File: src/hw/rtl/i2cm_pkg.sv
// ----------------------------------------------------------------------------
// i2cm_pkg
// Types and constants of the tick-driven I2C register access master.
// ----------------------------------------------------------------------------
package i2cm_pkg;

  localparam int HALF_W     = 16;
  localparam int ADDR_W     = 7;
  localparam int BYTE_W     = 8;
  localparam int REQ_W      = 2;
  localparam int BITCNT_W   = 4;
  localparam int BYTEIDX_W  = 3;
  localparam int CFG_IDX_W  = 2;
  localparam int CFG_DATA_W = 16;

  // Request codes
  localparam logic [REQ_W-1:0] REQ_NONE  = 2'd0;
  localparam logic [REQ_W-1:0] REQ_WRITE = 2'd1;
  localparam logic [REQ_W-1:0] REQ_READ  = 2'd2;

  // Register indexes
  localparam logic [CFG_IDX_W-1:0] CFG_DEV_ADDR   = 2'd0;
  localparam logic [CFG_IDX_W-1:0] CFG_HALF_TICKS = 2'd1;

  // Reset values
  localparam logic [ADDR_W-1:0] DEV_ADDR_RST   = 7'h27;
  localparam logic [HALF_W-1:0] HALF_TICKS_RST = 16'd5;

  // Byte framing
  localparam logic [BITCNT_W-1:0]  BITS_PER_BYTE = 4'd8;
  localparam logic [BYTEIDX_W-1:0] IDX_ADDR      = 3'd0;
  localparam logic [BYTEIDX_W-1:0] IDX_REG       = 3'd1;
  localparam logic [BYTEIDX_W-1:0] IDX_RESTART   = 3'd2;
  localparam logic [BYTEIDX_W-1:0] IDX_LAST      = 3'd3;

  typedef enum logic [3:0] {
    PH_IDLE,
    PH_START,
    PH_BIT_LOW,
    PH_BIT_HIGH,
    PH_ACK_LOW,
    PH_ACK_HIGH,
    PH_RS_LOW,
    PH_RS_HIGH,
    PH_RD_LOW,
    PH_RD_HIGH,
    PH_NACK_LOW,
    PH_NACK_HIGH,
    PH_STOP_LOW,
    PH_STOP_HIGH,
    PH_STOP_REL
  } phase_t;

  typedef struct packed {
    logic [REQ_W-1:0]  req_type;
    logic [BYTE_W-1:0] reg_addr;
    logic [BYTE_W-1:0] write_data;
    logic              sda_in;
  } item_t;

  typedef struct packed {
    logic              scl_level;
    logic              sda_pull_low;
    logic              busy_res;
    logic              done_res;
    logic [BYTE_W-1:0] read_byte;
    logic              nack_seen;
  } res_t;

  typedef struct packed {
    logic [ADDR_W-1:0] dev_addr;
    logic [HALF_W-1:0] half_ticks;
  } cfg_t;

endpackage

File: src/hw/rtl/i2cm_if.sv
// ----------------------------------------------------------------------------
// i2cm_if
// Valid/ready channels: request words, result words and register writes.
// ----------------------------------------------------------------------------
interface i2cm_in_if;
  logic                         valid;
  logic                         ready;
  logic [i2cm_pkg::REQ_W-1:0]   req_type;
  logic [i2cm_pkg::BYTE_W-1:0]  reg_addr;
  logic [i2cm_pkg::BYTE_W-1:0]  write_data;
  logic                         sda_in;

  modport source (output valid, req_type, reg_addr, write_data, sda_in, input ready);
  modport sink   (input valid, req_type, reg_addr, write_data, sda_in, output ready);
endinterface

interface i2cm_out_if;
  logic                         valid;
  logic                         ready;
  logic                         scl_level;
  logic                         sda_pull_low;
  logic                         busy_res;
  logic                         done_res;
  logic [i2cm_pkg::BYTE_W-1:0]  read_byte;
  logic                         nack_seen;

  modport source (output valid, scl_level, sda_pull_low, busy_res, done_res, read_byte,
                  nack_seen, input ready);
  modport sink   (input valid, scl_level, sda_pull_low, busy_res, done_res, read_byte,
                  nack_seen, output ready);
endinterface

interface i2cm_cfg_if;
  logic                             valid;
  logic                             ready;
  logic [i2cm_pkg::CFG_IDX_W-1:0]   idx;
  logic [i2cm_pkg::CFG_DATA_W-1:0]  data;

  modport source (output valid, idx, data, input ready);
  modport sink   (input valid, idx, data, output ready);
endinterface

File: src/hw/rtl/i2cm_cfg_regs.sv
// ----------------------------------------------------------------------------
// i2cm_cfg_regs
// Device address and half period registers behind the write channel.
// ----------------------------------------------------------------------------
module i2cm_cfg_regs (
  input  logic            clk,
  input  logic            rst_n,
  i2cm_cfg_if.sink        cfg_ch,
  output i2cm_pkg::cfg_t  cfg_o
);
  import i2cm_pkg::*;

  logic [ADDR_W-1:0] dev_addr_r, dev_addr_nxt;
  logic [HALF_W-1:0] half_r, half_nxt;

  assign cfg_ch.ready = 1'b1;

  // Decode the register index; drop writes beyond the list
  always_comb begin
    dev_addr_nxt = dev_addr_r;
    half_nxt     = half_r;
    if (cfg_ch.valid) begin
      unique case (cfg_ch.idx)
        CFG_DEV_ADDR:   dev_addr_nxt = cfg_ch.data[ADDR_W-1:0];
        CFG_HALF_TICKS: half_nxt     = cfg_ch.data[HALF_W-1:0];
        default: ;
      endcase
    end
  end

  always_ff @(posedge clk) begin
    if (!rst_n) begin
      dev_addr_r <= DEV_ADDR_RST;
      half_r     <= HALF_TICKS_RST;
    end else begin
      dev_addr_r <= dev_addr_nxt;
      half_r     <= half_nxt;
    end
  end

  assign cfg_o.dev_addr   = dev_addr_r;
  assign cfg_o.half_ticks = half_r;

endmodule

File: src/hw/rtl/i2cm_engine.sv
// ----------------------------------------------------------------------------
// i2cm_engine
// Bus phase sequencer: one tick of I2C bus time per step.
// ----------------------------------------------------------------------------
module i2cm_engine (
  input  logic             clk,
  input  logic             rst_n,
  input  logic             step,
  input  i2cm_pkg::item_t  item,
  input  i2cm_pkg::cfg_t   cfg,
  output i2cm_pkg::res_t   res
);
  import i2cm_pkg::*;

  phase_t                 phase_r, phase_nxt, ph_e;
  logic [BITCNT_W-1:0]    bit_cnt_r, bit_cnt_nxt, bit_e, bit_inc;
  logic [BYTEIDX_W-1:0]   byte_idx_r, byte_idx_nxt, idx_e, idx_inc;
  logic [BYTE_W-1:0]      shift_r, shift_nxt, shift_e, rd_shift;
  logic [HALF_W-1:0]      tick_r, tick_nxt, tick_e, half_eff;
  logic                   is_read_r, is_read_nxt, is_read_e;
  logic [BYTE_W-1:0]      reg_r, reg_nxt, reg_e;
  logic [BYTE_W-1:0]      data_r, data_nxt, data_e;
  logic [BYTE_W-1:0]      last_read_r, last_read_nxt;
  logic                   nack_r, nack_nxt, nack_e;
  logic                   start, last;
  logic                   scl, pull, busy, done;

  // Byte sent at a given position of the transaction
  function automatic logic [BYTE_W-1:0] byte_for(input logic [BYTEIDX_W-1:0] idx,
                                                 input logic [ADDR_W-1:0] dev,
                                                 input logic rd,
                                                 input logic [BYTE_W-1:0] rg,
                                                 input logic [BYTE_W-1:0] dt);
    logic [BYTE_W-1:0] b;
    if (idx == IDX_ADDR)     b = {dev, 1'b0};
    else if (idx == IDX_REG) b = rg;
    else if (rd)             b = {dev, 1'b1};
    else                     b = dt;
    return b;
  endfunction

  // Latch a new request when idle
  assign start = (phase_r == PH_IDLE) &&
                 ((item.req_type == REQ_WRITE) || (item.req_type == REQ_READ));

  always_comb begin
    if (start) begin
      ph_e      = PH_START;
      reg_e     = item.reg_addr;
      data_e    = item.write_data;
      is_read_e = (item.req_type == REQ_READ);
      nack_e    = 1'b0;
      idx_e     = '0;
      bit_e     = '0;
      shift_e   = '0;
      tick_e    = '0;
    end else begin
      ph_e      = phase_r;
      reg_e     = reg_r;
      data_e    = data_r;
      is_read_e = is_read_r;
      nack_e    = nack_r;
      idx_e     = byte_idx_r;
      bit_e     = bit_cnt_r;
      shift_e   = shift_r;
      tick_e    = tick_r;
    end
  end

  // End of the current phase
  assign half_eff = (cfg.half_ticks == '0) ? HALF_W'(1) : cfg.half_ticks;
  assign last     = ((HALF_W+1)'(tick_e) + (HALF_W+1)'(1)) >= (HALF_W+1)'(half_eff);
  assign idx_inc  = idx_e + BYTEIDX_W'(1);
  assign bit_inc  = bit_e + BITCNT_W'(1);
  assign rd_shift = {shift_e[BYTE_W-2:0], item.sda_in};

  // Next phase
  always_comb begin
    phase_nxt = ph_e;
    if (ph_e != PH_IDLE && last) begin
      unique case (ph_e)
        PH_START:     phase_nxt = PH_BIT_LOW;
        PH_BIT_LOW:   phase_nxt = PH_BIT_HIGH;
        PH_BIT_HIGH:  phase_nxt = (bit_inc >= BITS_PER_BYTE) ? PH_ACK_LOW : PH_BIT_LOW;
        PH_ACK_LOW:   phase_nxt = PH_ACK_HIGH;
        PH_ACK_HIGH: begin
          if (!is_read_e)
            phase_nxt = (idx_inc >= IDX_LAST) ? PH_STOP_LOW : PH_BIT_LOW;
          else if (idx_inc == IDX_RESTART)
            phase_nxt = PH_RS_LOW;
          else if (idx_inc >= IDX_LAST)
            phase_nxt = PH_RD_LOW;
          else
            phase_nxt = PH_BIT_LOW;
        end
        PH_RS_LOW:    phase_nxt = PH_RS_HIGH;
        PH_RS_HIGH:   phase_nxt = PH_START;
        PH_RD_LOW:    phase_nxt = PH_RD_HIGH;
        PH_RD_HIGH:   phase_nxt = (bit_inc >= BITS_PER_BYTE) ? PH_NACK_LOW : PH_RD_LOW;
        PH_NACK_LOW:  phase_nxt = PH_NACK_HIGH;
        PH_NACK_HIGH: phase_nxt = PH_STOP_LOW;
        PH_STOP_LOW:  phase_nxt = PH_STOP_HIGH;
        PH_STOP_HIGH: phase_nxt = PH_STOP_REL;
        default:      phase_nxt = PH_IDLE;
      endcase
    end
  end

  // Shift, counters and flags
  always_comb begin
    bit_cnt_nxt   = bit_e;
    byte_idx_nxt  = idx_e;
    shift_nxt     = shift_e;
    tick_nxt      = tick_e;
    is_read_nxt   = is_read_e;
    reg_nxt       = reg_e;
    data_nxt      = data_e;
    nack_nxt      = nack_e;
    last_read_nxt = last_read_r;
    if (ph_e != PH_IDLE) begin
      tick_nxt = last ? '0 : tick_e + HALF_W'(1);
      if (last) begin
        case (ph_e)
          PH_START: begin
            shift_nxt   = byte_for(idx_e, cfg.dev_addr, is_read_e, reg_e, data_e);
            bit_cnt_nxt = '0;
          end
          PH_BIT_HIGH: begin
            shift_nxt   = {shift_e[BYTE_W-2:0], 1'b0};
            bit_cnt_nxt = bit_inc;
          end
          PH_ACK_HIGH: begin
            nack_nxt     = nack_e | item.sda_in;
            byte_idx_nxt = idx_inc;
            if (is_read_e && idx_inc >= IDX_LAST) begin
              shift_nxt   = '0;
              bit_cnt_nxt = '0;
            end else if ((!is_read_e && idx_inc < IDX_LAST) ||
                         (is_read_e && idx_inc < IDX_RESTART)) begin
              shift_nxt   = byte_for(idx_inc, cfg.dev_addr, is_read_e, reg_e, data_e);
              bit_cnt_nxt = '0;
            end
          end
          PH_RD_HIGH: begin
            shift_nxt   = rd_shift;
            bit_cnt_nxt = bit_inc;
            if (bit_inc >= BITS_PER_BYTE) last_read_nxt = rd_shift;
          end
          default: ;
        endcase
      end
    end
  end

  // Bus levels and status for this tick
  always_comb begin
    busy = (ph_e != PH_IDLE);
    done = 1'b0;
    unique case (ph_e)
      PH_IDLE:      begin scl = 1'b1; pull = 1'b0; end
      PH_START:     begin scl = 1'b1; pull = 1'b1; end
      PH_BIT_LOW:   begin scl = 1'b0; pull = ~shift_e[BYTE_W-1]; end
      PH_BIT_HIGH:  begin scl = 1'b1; pull = ~shift_e[BYTE_W-1]; end
      PH_ACK_LOW, PH_RS_LOW, PH_RD_LOW, PH_NACK_LOW: begin
        scl = 1'b0; pull = 1'b0;
      end
      PH_STOP_LOW:  begin scl = 1'b0; pull = 1'b1; end
      PH_STOP_HIGH: begin scl = 1'b1; pull = 1'b1; end
      default:      begin scl = 1'b1; pull = 1'b0; end
    endcase
    if (ph_e == PH_STOP_REL && last) begin
      done = 1'b1;
      busy = 1'b0;
    end
  end

  assign res.scl_level    = scl;
  assign res.sda_pull_low = pull;
  assign res.busy_res     = busy;
  assign res.done_res     = done;
  assign res.read_byte    = last_read_nxt;
  assign res.nack_seen    = nack_nxt;

  // Advance the bus state once per tick
  always_ff @(posedge clk) begin
    if (!rst_n) begin
      phase_r     <= PH_IDLE;
      bit_cnt_r   <= '0;
      byte_idx_r  <= '0;
      shift_r     <= '0;
      tick_r      <= '0;
      is_read_r   <= 1'b0;
      reg_r       <= '0;
      data_r      <= '0;
      last_read_r <= '0;
      nack_r      <= 1'b0;
    end else if (step) begin
      phase_r     <= phase_nxt;
      bit_cnt_r   <= bit_cnt_nxt;
      byte_idx_r  <= byte_idx_nxt;
      shift_r     <= shift_nxt;
      tick_r      <= tick_nxt;
      is_read_r   <= is_read_nxt;
      reg_r       <= reg_nxt;
      data_r      <= data_nxt;
      last_read_r <= last_read_nxt;
      nack_r      <= nack_nxt;
    end
  end

endmodule

File: src/hw/rtl/i2c_register_access_master.sv
// ----------------------------------------------------------------------------
// i2c_register_access_master: tick-driven I2C register read/write master
// A word passes from the input register to the result register; one word per cycle while out_ch is not stalled.
// Rate set by the single bus-state update per tick in i2cm_engine.
// Synchronous active-low reset: idle bus, registers at defaults.
// ----------------------------------------------------------------------------
module i2c_register_access_master (
  input  logic        clk,
  input  logic        rst_n,
  i2cm_in_if.sink     in_ch,
  i2cm_out_if.source  out_ch,
  i2cm_cfg_if.sink    cfg_ch
);
  import i2cm_pkg::*;

  item_t in_r, in_nxt;
  logic  in_vld_r, in_vld_nxt;
  res_t  out_r, out_nxt, res;
  logic  out_vld_r, out_vld_nxt;
  logic  step, in_acc;
  cfg_t  cfg;

  i2cm_cfg_regs u_cfg (
    .clk    (clk),
    .rst_n  (rst_n),
    .cfg_ch (cfg_ch),
    .cfg_o  (cfg)
  );

  i2cm_engine u_engine (
    .clk   (clk),
    .rst_n (rst_n),
    .step  (step),
    .item  (in_r),
    .cfg   (cfg),
    .res   (res)
  );

  // Move a word from the input register into the result register
  assign step         = in_vld_r && (!out_vld_r || out_ch.ready);
  assign in_ch.ready  = !in_vld_r || step;
  assign in_acc       = in_ch.valid && in_ch.ready;

  always_comb begin
    in_nxt.req_type   = in_ch.req_type;
    in_nxt.reg_addr   = in_ch.reg_addr;
    in_nxt.write_data = in_ch.write_data;
    in_nxt.sda_in     = in_ch.sda_in;
    in_vld_nxt        = in_acc ? 1'b1 : (step ? 1'b0 : in_vld_r);
    out_nxt           = res;
    out_vld_nxt       = step ? 1'b1 : (out_ch.ready ? 1'b0 : out_vld_r);
  end

  always_ff @(posedge clk) begin
    if (!rst_n) begin
      in_vld_r  <= 1'b0;
      out_vld_r <= 1'b0;
    end else begin
      in_vld_r  <= in_vld_nxt;
      out_vld_r <= out_vld_nxt;
    end
  end

  // Hold payloads
  always_ff @(posedge clk) begin
    if (in_acc) in_r <= in_nxt;
    if (step)   out_r <= out_nxt;
  end

  assign out_ch.valid        = out_vld_r;
  assign out_ch.scl_level    = out_r.scl_level;
  assign out_ch.sda_pull_low = out_r.sda_pull_low;
  assign out_ch.busy_res     = out_r.busy_res;
  assign out_ch.done_res     = out_r.done_res;
  assign out_ch.read_byte    = out_r.read_byte;
  assign out_ch.nack_seen    = out_r.nack_seen;

endmodule

File: src/flat_wrapper.sv
// flat-port wrapper written by rule: the top's interface ports become plain ports
module i2c_register_access_master_flat import i2cm_pkg::*;
  (clk, rst_n, in_ch_valid, in_ch_req_type, in_ch_reg_addr, in_ch_write_data, in_ch_sda_in, in_ch_ready, out_ch_valid, out_ch_scl_level, out_ch_sda_pull_low, out_ch_busy_res, out_ch_done_res, out_ch_read_byte, out_ch_nack_seen, out_ch_ready, cfg_ch_valid, cfg_ch_idx, cfg_ch_data, cfg_ch_ready);
  i2cm_in_if in_ch_i ();
  i2cm_out_if out_ch_i ();
  i2cm_cfg_if cfg_ch_i ();
  input  logic clk;
  input  logic rst_n;
  input wire logic [$bits(in_ch_i.valid)-1:0] in_ch_valid;
  input wire logic [$bits(in_ch_i.req_type)-1:0] in_ch_req_type;
  input wire logic [$bits(in_ch_i.reg_addr)-1:0] in_ch_reg_addr;
  input wire logic [$bits(in_ch_i.write_data)-1:0] in_ch_write_data;
  input wire logic [$bits(in_ch_i.sda_in)-1:0] in_ch_sda_in;
  output wire logic [$bits(in_ch_i.ready)-1:0] in_ch_ready;
  output wire logic [$bits(out_ch_i.valid)-1:0] out_ch_valid;
  output wire logic [$bits(out_ch_i.scl_level)-1:0] out_ch_scl_level;
  output wire logic [$bits(out_ch_i.sda_pull_low)-1:0] out_ch_sda_pull_low;
  output wire logic [$bits(out_ch_i.busy_res)-1:0] out_ch_busy_res;
  output wire logic [$bits(out_ch_i.done_res)-1:0] out_ch_done_res;
  output wire logic [$bits(out_ch_i.read_byte)-1:0] out_ch_read_byte;
  output wire logic [$bits(out_ch_i.nack_seen)-1:0] out_ch_nack_seen;
  input wire logic [$bits(out_ch_i.ready)-1:0] out_ch_ready;
  input wire logic [$bits(cfg_ch_i.valid)-1:0] cfg_ch_valid;
  input wire logic [$bits(cfg_ch_i.idx)-1:0] cfg_ch_idx;
  input wire logic [$bits(cfg_ch_i.data)-1:0] cfg_ch_data;
  output wire logic [$bits(cfg_ch_i.ready)-1:0] cfg_ch_ready;
  assign in_ch_i.valid = in_ch_valid;
  assign in_ch_i.req_type = in_ch_req_type;
  assign in_ch_i.reg_addr = in_ch_reg_addr;
  assign in_ch_i.write_data = in_ch_write_data;
  assign in_ch_i.sda_in = in_ch_sda_in;
  assign in_ch_ready = in_ch_i.ready;
  assign out_ch_valid = out_ch_i.valid;
  assign out_ch_scl_level = out_ch_i.scl_level;
  assign out_ch_sda_pull_low = out_ch_i.sda_pull_low;
  assign out_ch_busy_res = out_ch_i.busy_res;
  assign out_ch_done_res = out_ch_i.done_res;
  assign out_ch_read_byte = out_ch_i.read_byte;
  assign out_ch_nack_seen = out_ch_i.nack_seen;
  assign out_ch_i.ready = out_ch_ready;
  assign cfg_ch_i.valid = cfg_ch_valid;
  assign cfg_ch_i.idx = cfg_ch_idx;
  assign cfg_ch_i.data = cfg_ch_data;
  assign cfg_ch_ready = cfg_ch_i.ready;
  i2c_register_access_master u_core (.clk(clk), .rst_n(rst_n), .in_ch(in_ch_i), .out_ch(out_ch_i), .cfg_ch(cfg_ch_i));
endmodule
File: config.mk
export PLATFORM = sky130hd
export DESIGN_NAME = i2c_register_access_master_flat
export DESIGN_NICKNAME = d
export VERILOG_FILES = /design/src/hw/rtl/i2cm_pkg.sv /design/src/hw/rtl/i2cm_if.sv /design/src/hw/rtl/i2cm_cfg_regs.sv /design/src/hw/rtl/i2cm_engine.sv /design/src/hw/rtl/i2c_register_access_master.sv /design/src/flat_wrapper.sv
export SDC_FILE = /design/constraint.sdc
export NUM_CORES = 1
export LEC_CHECK = 0
export ABC_CLOCK_PERIOD_IN_PS = 5050
export CAP_MARGIN = 20
export CORE_ASPECT_RATIO = 0.6
export CORE_MARGIN = 2
export CORE_UTILIZATION = 58
export DETAILED_ROUTE_END_ITERATION = 7
export DONT_BUFFER_PORTS = 1
export PLACE_DENSITY = 0.76
export SLEW_MARGIN = 20
export SYNTH_ARGS = -nofsm -noshare
export SYNTH_HDL_FRONTEND = slang
export SYNTH_SLANG_ARGS = --single-unit
File: constraint.sdc
create_clock -name clk -period 5.05 [get_ports clk]
set_clock_uncertainty 0.15 [all_clocks]
set_input_delay 0.505 -clock clk [delete_from_list [all_inputs] [get_ports clk]]
set_output_delay 0.505 -clock clk [all_outputs]
set_load 0.005 [all_outputs]
* Word level (Yosys, flattened, before mapping) *
Index checks and enable logic that the tools add are counted.

word-level totals
  word-level logic and storage cells = 136
  register bits = 118
  output and inout bits = 16

cells by class
  equal/unequal tests = 20
  reductions and logical operators = 29
  add/subtract/negate cells = 4
  mux-type cells = 52
  $lt $le $gt $ge = 5
  bitwise gates (word level) = 2

operators with widths
  operator                 number
  $mux W8                  16
  $mux W16                 4
  $pmux W4 S13             1
  $mux W4                  11
  $pmux W8 S4              1
  $eq A4 B4 Y1 const B     7
  $add A16 B1 Y17 const B  1
  $ge A17 B16 Y1           1
  $add A16 B1 Y16 const B  1
  $eq A4 B3 Y1 const B     4
  $logic_not A16 Y1        1
  $mux W3                  5
  $pmux W4 S3              1
  $mux W1                  11
  $eq A4 B2 Y1 const B     2
  $logic_and A1 B1 Y1      8
  $eq A3 B1 Y1 const B     2
  $logic_not A3 Y1         2
  $lt A3 B2 Y1 const B     2
  $reduce_or A6 Y1         1
  $add A4 B1 Y4 const B    1
  $eq A2 B1 Y1 const B     2
  $eq A4 B1 Y1 const B     1
  $ge A4 B4 Y1 const B     1
  other kinds (17)         25

* Logic depth before layout (Yosys ltp) *
  depth after elaboration = 13
  gate-level depth with buffers = 24
  gate-level depth less buffers = 19

* Modules after synthesis *
A second synthesis with hierarchy kept.

second synthesis, totals
  cells, all modules = 756
  area total of the unflattened synthesis = 6478.7 µm²

modules (own cells, without submodules)
  module                      times used  area each (µm²)  sequential area each (µm²)  cells each
  i2cm_engine                 1           4466.8           1221.2                      618
  i2c_register_access_master  1           1064.8           1001.0                      41
  i2cm_cfg_regs               1           947.2            460.4                       97

* Worst setup path after synthesis *
No wires, ideal clock.

  kind = register to register
  from = register u_core.in_r[18] (netlist bit)
  to = register u_core.out_r (netlist bit u_core.out_ch.nack_seen), data pin
  slack = 31 ps
  buffers on the path = 6
  data arrival time = 4607 ps
  cell stages (with the launch flop) = 22
  clock period less this slack = 5019 ps
  library setup time = 262 ps
  cell sequence = edfxtp_1 -> ha_1 -> inv_1 -> nand2_1 -> clkbuf_1 -> clkbuf_1 -> clkbuf_1 -> and2_1 -> ha_1 -> nand2_1 -> nor2_1 -> xnor2_1 -> nor2_1 -> ha_1 -> a21o_1 -> a21o_1 -> a221o_1 -> a211oi_2 -> buf_2 -> buf_2 -> buf_2 -> o21ai_0

RTL lines
  item                    RTL line                          text
  from (decl)             i2c_register_access_master.sv:16  item_t in_r, in_nxt;
  from (signal assigned)  i2c_register_access_master.sv:66  if (in_acc) in_r <= in_nxt;
  to (signal assigned)    i2c_register_access_master.sv:67  if (step) out_r <= out_nxt;
  to (decl)               i2c_register_access_master.sv:18  res_t out_r, out_nxt, res;

* Worst setup path in the final report *
  from = register u_core.in_r[18] (netlist bit)
  to = register u_core.u_engine.bit_cnt_r[2]

on the way
  cells in the longest elaborated chain, start to end = 13
  elaborated cells between the ends (all ways) = 32
  those cells by class = add/sub: 3; order compare: 4; eq/ne: 6; mux: 10; reduce/logical: 9

ends and longest elaborated chain
  item                                                      RTL line            text
  branches (longest 12 deep; another with $add A16 B1 Y17)  --
  $mux W4 (*)                                               i2cm_engine.sv:120  if (ph_e != PH_IDLE) begin
  to (signal assigned)                                      i2cm_engine.sv:199  bit_cnt_r <= bit_cnt_nxt;
  to (decl)                                                 i2cm_engine.sv:16   logic [BITCNT_W-1:0] bit_cnt_r, bit_cnt_nxt, bit_e, bit_inc;

Mark *: on every way between the ends.
A chain may end at the register's enable or synchronous reset.

==> results.yml <==
outcome:
  status: "finished, final reports clean"
synthesis:
  synthTopCellsByArea: "dfxtp_1 27%, edfxtp_1 15%, nand2_1 7.3%"
  syn_inst: 760
  synth-seq-cells: 118
  synth.distinct_cells: 71
  synth-compound-area-share: 0.191
  synth-simple-area-share: 0.242
  synthArstFlopShare: 0
  synth_fp_nets: 826
  synth_top_area_frac: 0.269
  synth_top_area_cell: "dfxtp_1"
  synth_mux_area_frac: 0.0315
  yosysSeqAreaShare: 0.419
  synth_edf_count: 32
  synth_area_sq_mm: 0.00640
  synth_ff_type: "dfxtp_1"
  synthAdderAreaFrac: 0.0469
  avgSynthCellArea_sq_um: 8.42
  synth_xor_area_frac: 0.0233
  synth_top_family_by_area: "simple AND/OR/NAND/NOR gates"
  yosysWarnings: 0
critical_path:
  required_ns: 5.26
  worstReg2RegStart: "u_core.in_r[18]"
  start_kind: "flop"
  cp_cell_sequence: "ha_1 > inv_1 > nand2_1 > and2_1 > ha_1 > nand2_1 > nor2_1 > and3_1 > xnor2_1 > nor2_1 > ha_1 > nand4_1 > nor2_1 > a221o_1 > a211oi_2 > buf_4 > a2111oi_2 > nor3_4 > a221o_1"
  endpoint_kind: "flop"
  cp_slowest_cell: "buf_4"
  arrival_ns: 4.89
  crit_type: "flop to flop"
  critPathMaxStageDelay_ns: 0.39
  startpoint: "u_core.in_r[18]"
  crit_fanout: 30
drt:
  vias: 5791
  drt_first_pass_iters: 5
  route.met2.wl_mm: 6.99
  viasPerCell: 6.43
  met3_length_mm: 2.15
  m1WireLength_mm: 8.56
  route.detailed.drc: 0
  routed_wl_mm: 17.9
  drtIter0Drc: 576
  routed.top_layer: "met4"
  ant_nets: 0
  wl_per_cell_microns: 19.9
sta:
  rsz0062_at_grt: "false"
  fin_ws_ns: 0.363
  slew_viol_final: 0
  hold_violations: 0
  worstMarginPinSlew_ns: 1.03
  whs_ns: 0.0125
  timing.fmax_mhz: 213
  finalCritPeriodShare: 0.928
  fin_setup_tns_ns: 0
  max-slew-margin-rel: 0.308
  setup_viol: 0
  min_period_ns: 4.69
floorplanning:
  coreArea_sq_mm: 0.0107
  die_w_microns: 140
  die_area_sq_mm: 0.0119
  core.rowCount: 29
  io_pins: 58
  start_util: 0.600
  die_h_microns: 85.4
power:
  switching_share: 0.268
  vdd_ir_drop_max_v: 0.000265
  leakage_nw: 2.55
  power_mw: 2.42
  switchingPower_mw: 0.648
  p_int_mw: 1.77
  power_density_mw_per_mm2: 341
  pwr-share-comb: 0.099
  p_clk_frac: 0.476
  pwr-share-seq: 0.425
clock_network:
  cts_tree: "done"
  cts-resized-gates: 0
  cts_sinks: 118
  clk_latency_ns: 0.41
  cts-root-buf: "clkbuf_16"
  post-cts-setup-buffers: 0
  path_clk_slew_ns: 0.06
  clock_path_buffers: 2
  cts_max_level: 4
  cts_made_buffers: 17
  hold_buffers: 0
grt:
  antenna_found_initial: 1
  grt_max_degree: 41
  grt_pass1_wl_mm: 28.7
  grt_overflow_total: 0
  first_global_vias: 5311
  grtUsageTotal: 0.310
final_layout:
  drive_gt1_frac: 0.101
  area_growth_pct: 10.7
  final_nets: 814
  final_cell_mix: "124 x nand2_1, 86 x dfxtp_1, 70 x a21oi_1, 65 x nor2_1, 32 x edfxtp_1"
  fin_area_sq_mm: 0.00709
  layout_commonest_cell: "nand2_1"
placed_design:
  pre_cts_ws_ns: 0.267
  dp_hpwl_mm: 12.8
  postPlaceCellArea_sq_mm: 0.00651
  port_buffers: 0
  globalplace.congestion: 0.952
flow_run:
  maxCapViolCount: 0
min_path:
  hp-start: "rst_n"
  hold_path_class: "input port to flop"
[metrics by stage]
| step | instances | utilization |
|---|---|---|
| floorplan | 760 | - |
| global placement | 868 | 0.610 |
| detailed placement | 868 | 0.610 |
| CTS | 900 | 0.664 |
| global route | 900 | 0.664 |
| finish | 901 | 0.664 |
[synthesized netlist by cell type, drive strengths merged (11+ instances only)]
master,n
nand2,124
dfxtp,86
a21oi,71
nor2,66
clkbuf,36
edfxtp,32
o21ai,30
inv,28
nand3,27
ha,24
nor3,19
nand4,15
and3,13
buf,11
xnor2,11
[worst paths after layout]
kind,to,slack (ns),cells past startpoint
min,u_core.u_cfg.dev_addr_r[1],0.01,1
max reg2reg,u_core.u_engine.bit_cnt_r[2],0.36,19
max,u_core.u_engine.bit_cnt_r[2],0.36,19
min reg2reg,u_core.u_engine.data_r[5],0.31,2
[kinds of logic after synthesis]
group                      Yosys count
and+or+nand+nor                    322
AOI/OAI and AO/OA                  184
DFF                                118
buffers and inverters               75
adders and majority gates           24
muxes                               19
xor gates and xnor gates            17
other                                1
[critical path: cells and delay by family, from the launching register on]
kind                     cells  cell delay (ns)
AND/OR/NAND/NOR              9             1.72
XOR/XNOR                     1             0.07
flip-flops                   1             0.36
AO/OA/AOI/OAI                4             1.05
buffers and inverters        2             0.44
adder cells (fa/ha/maj)      3             0.84
[registers in the layout (all words and copies together) (netlist names)]
signal	count
u_core.u_engine.phase_r	4
u_core.out_ch.valid	1
u_core.u_engine.is_read_r	1
u_core.in_r	19
u_core.u_engine.last_read_r	8
u_core.u_cfg.dev_addr_r	7
u_core.u_cfg.half_r	16
u_core.u_engine.nack_r	1
u_core.out_ch.scl_level	1
u_core.u_engine.byte_idx_r	3
u_core.u_engine.bit_cnt_r	4
u_core.out_ch.sda_pull_low	1
u_core.out_ch.read_byte	8
u_core.u_engine.tick_r	16
u_core.u_engine.shift_r	8
u_core.u_engine.data_r	8
u_core.out_ch.nack_seen	1
u_core.in_vld_r	1
u_core.out_ch.done_res	1
u_core.out_ch.busy_res	1
u_core.u_engine.reg_r	8
[final cells by class]
cell class                      instances  area, sq um
Multi-Input combinational cell        567         3430
Clock buffer                           19          475
Fill cell                             895         3580
Tap cell                              139          174
Clock inverter                         13         95.1
Antenna cell                            1         2.50
Timing Repair Buffer                   16          120
Inverter                               28          105
Sequential cell                       118         2680
[power by group through the flow]
stage	Sequential (mW)	Combinational, mW	Clock (mW)
after global routing	1.03	0.261	1.20
after global placement	1.04	0.226	0
after detailed placement	1.05	0.231	0
final	1.03	0.239	1.15
after CTS	1.03	0.233	1.16
after floorplan	1.04	0.173	0
[metal layers]
layer | GRT usage | vias up
li1 | - | 2711
met1 | 0.467 | 2745
met2 | 0.406 | 309
met3 | 0.119 | 26
met4 | 0.0918 | 0
met5 | 0 | -
Note: power is estimated with default switching activity, not from simulation.
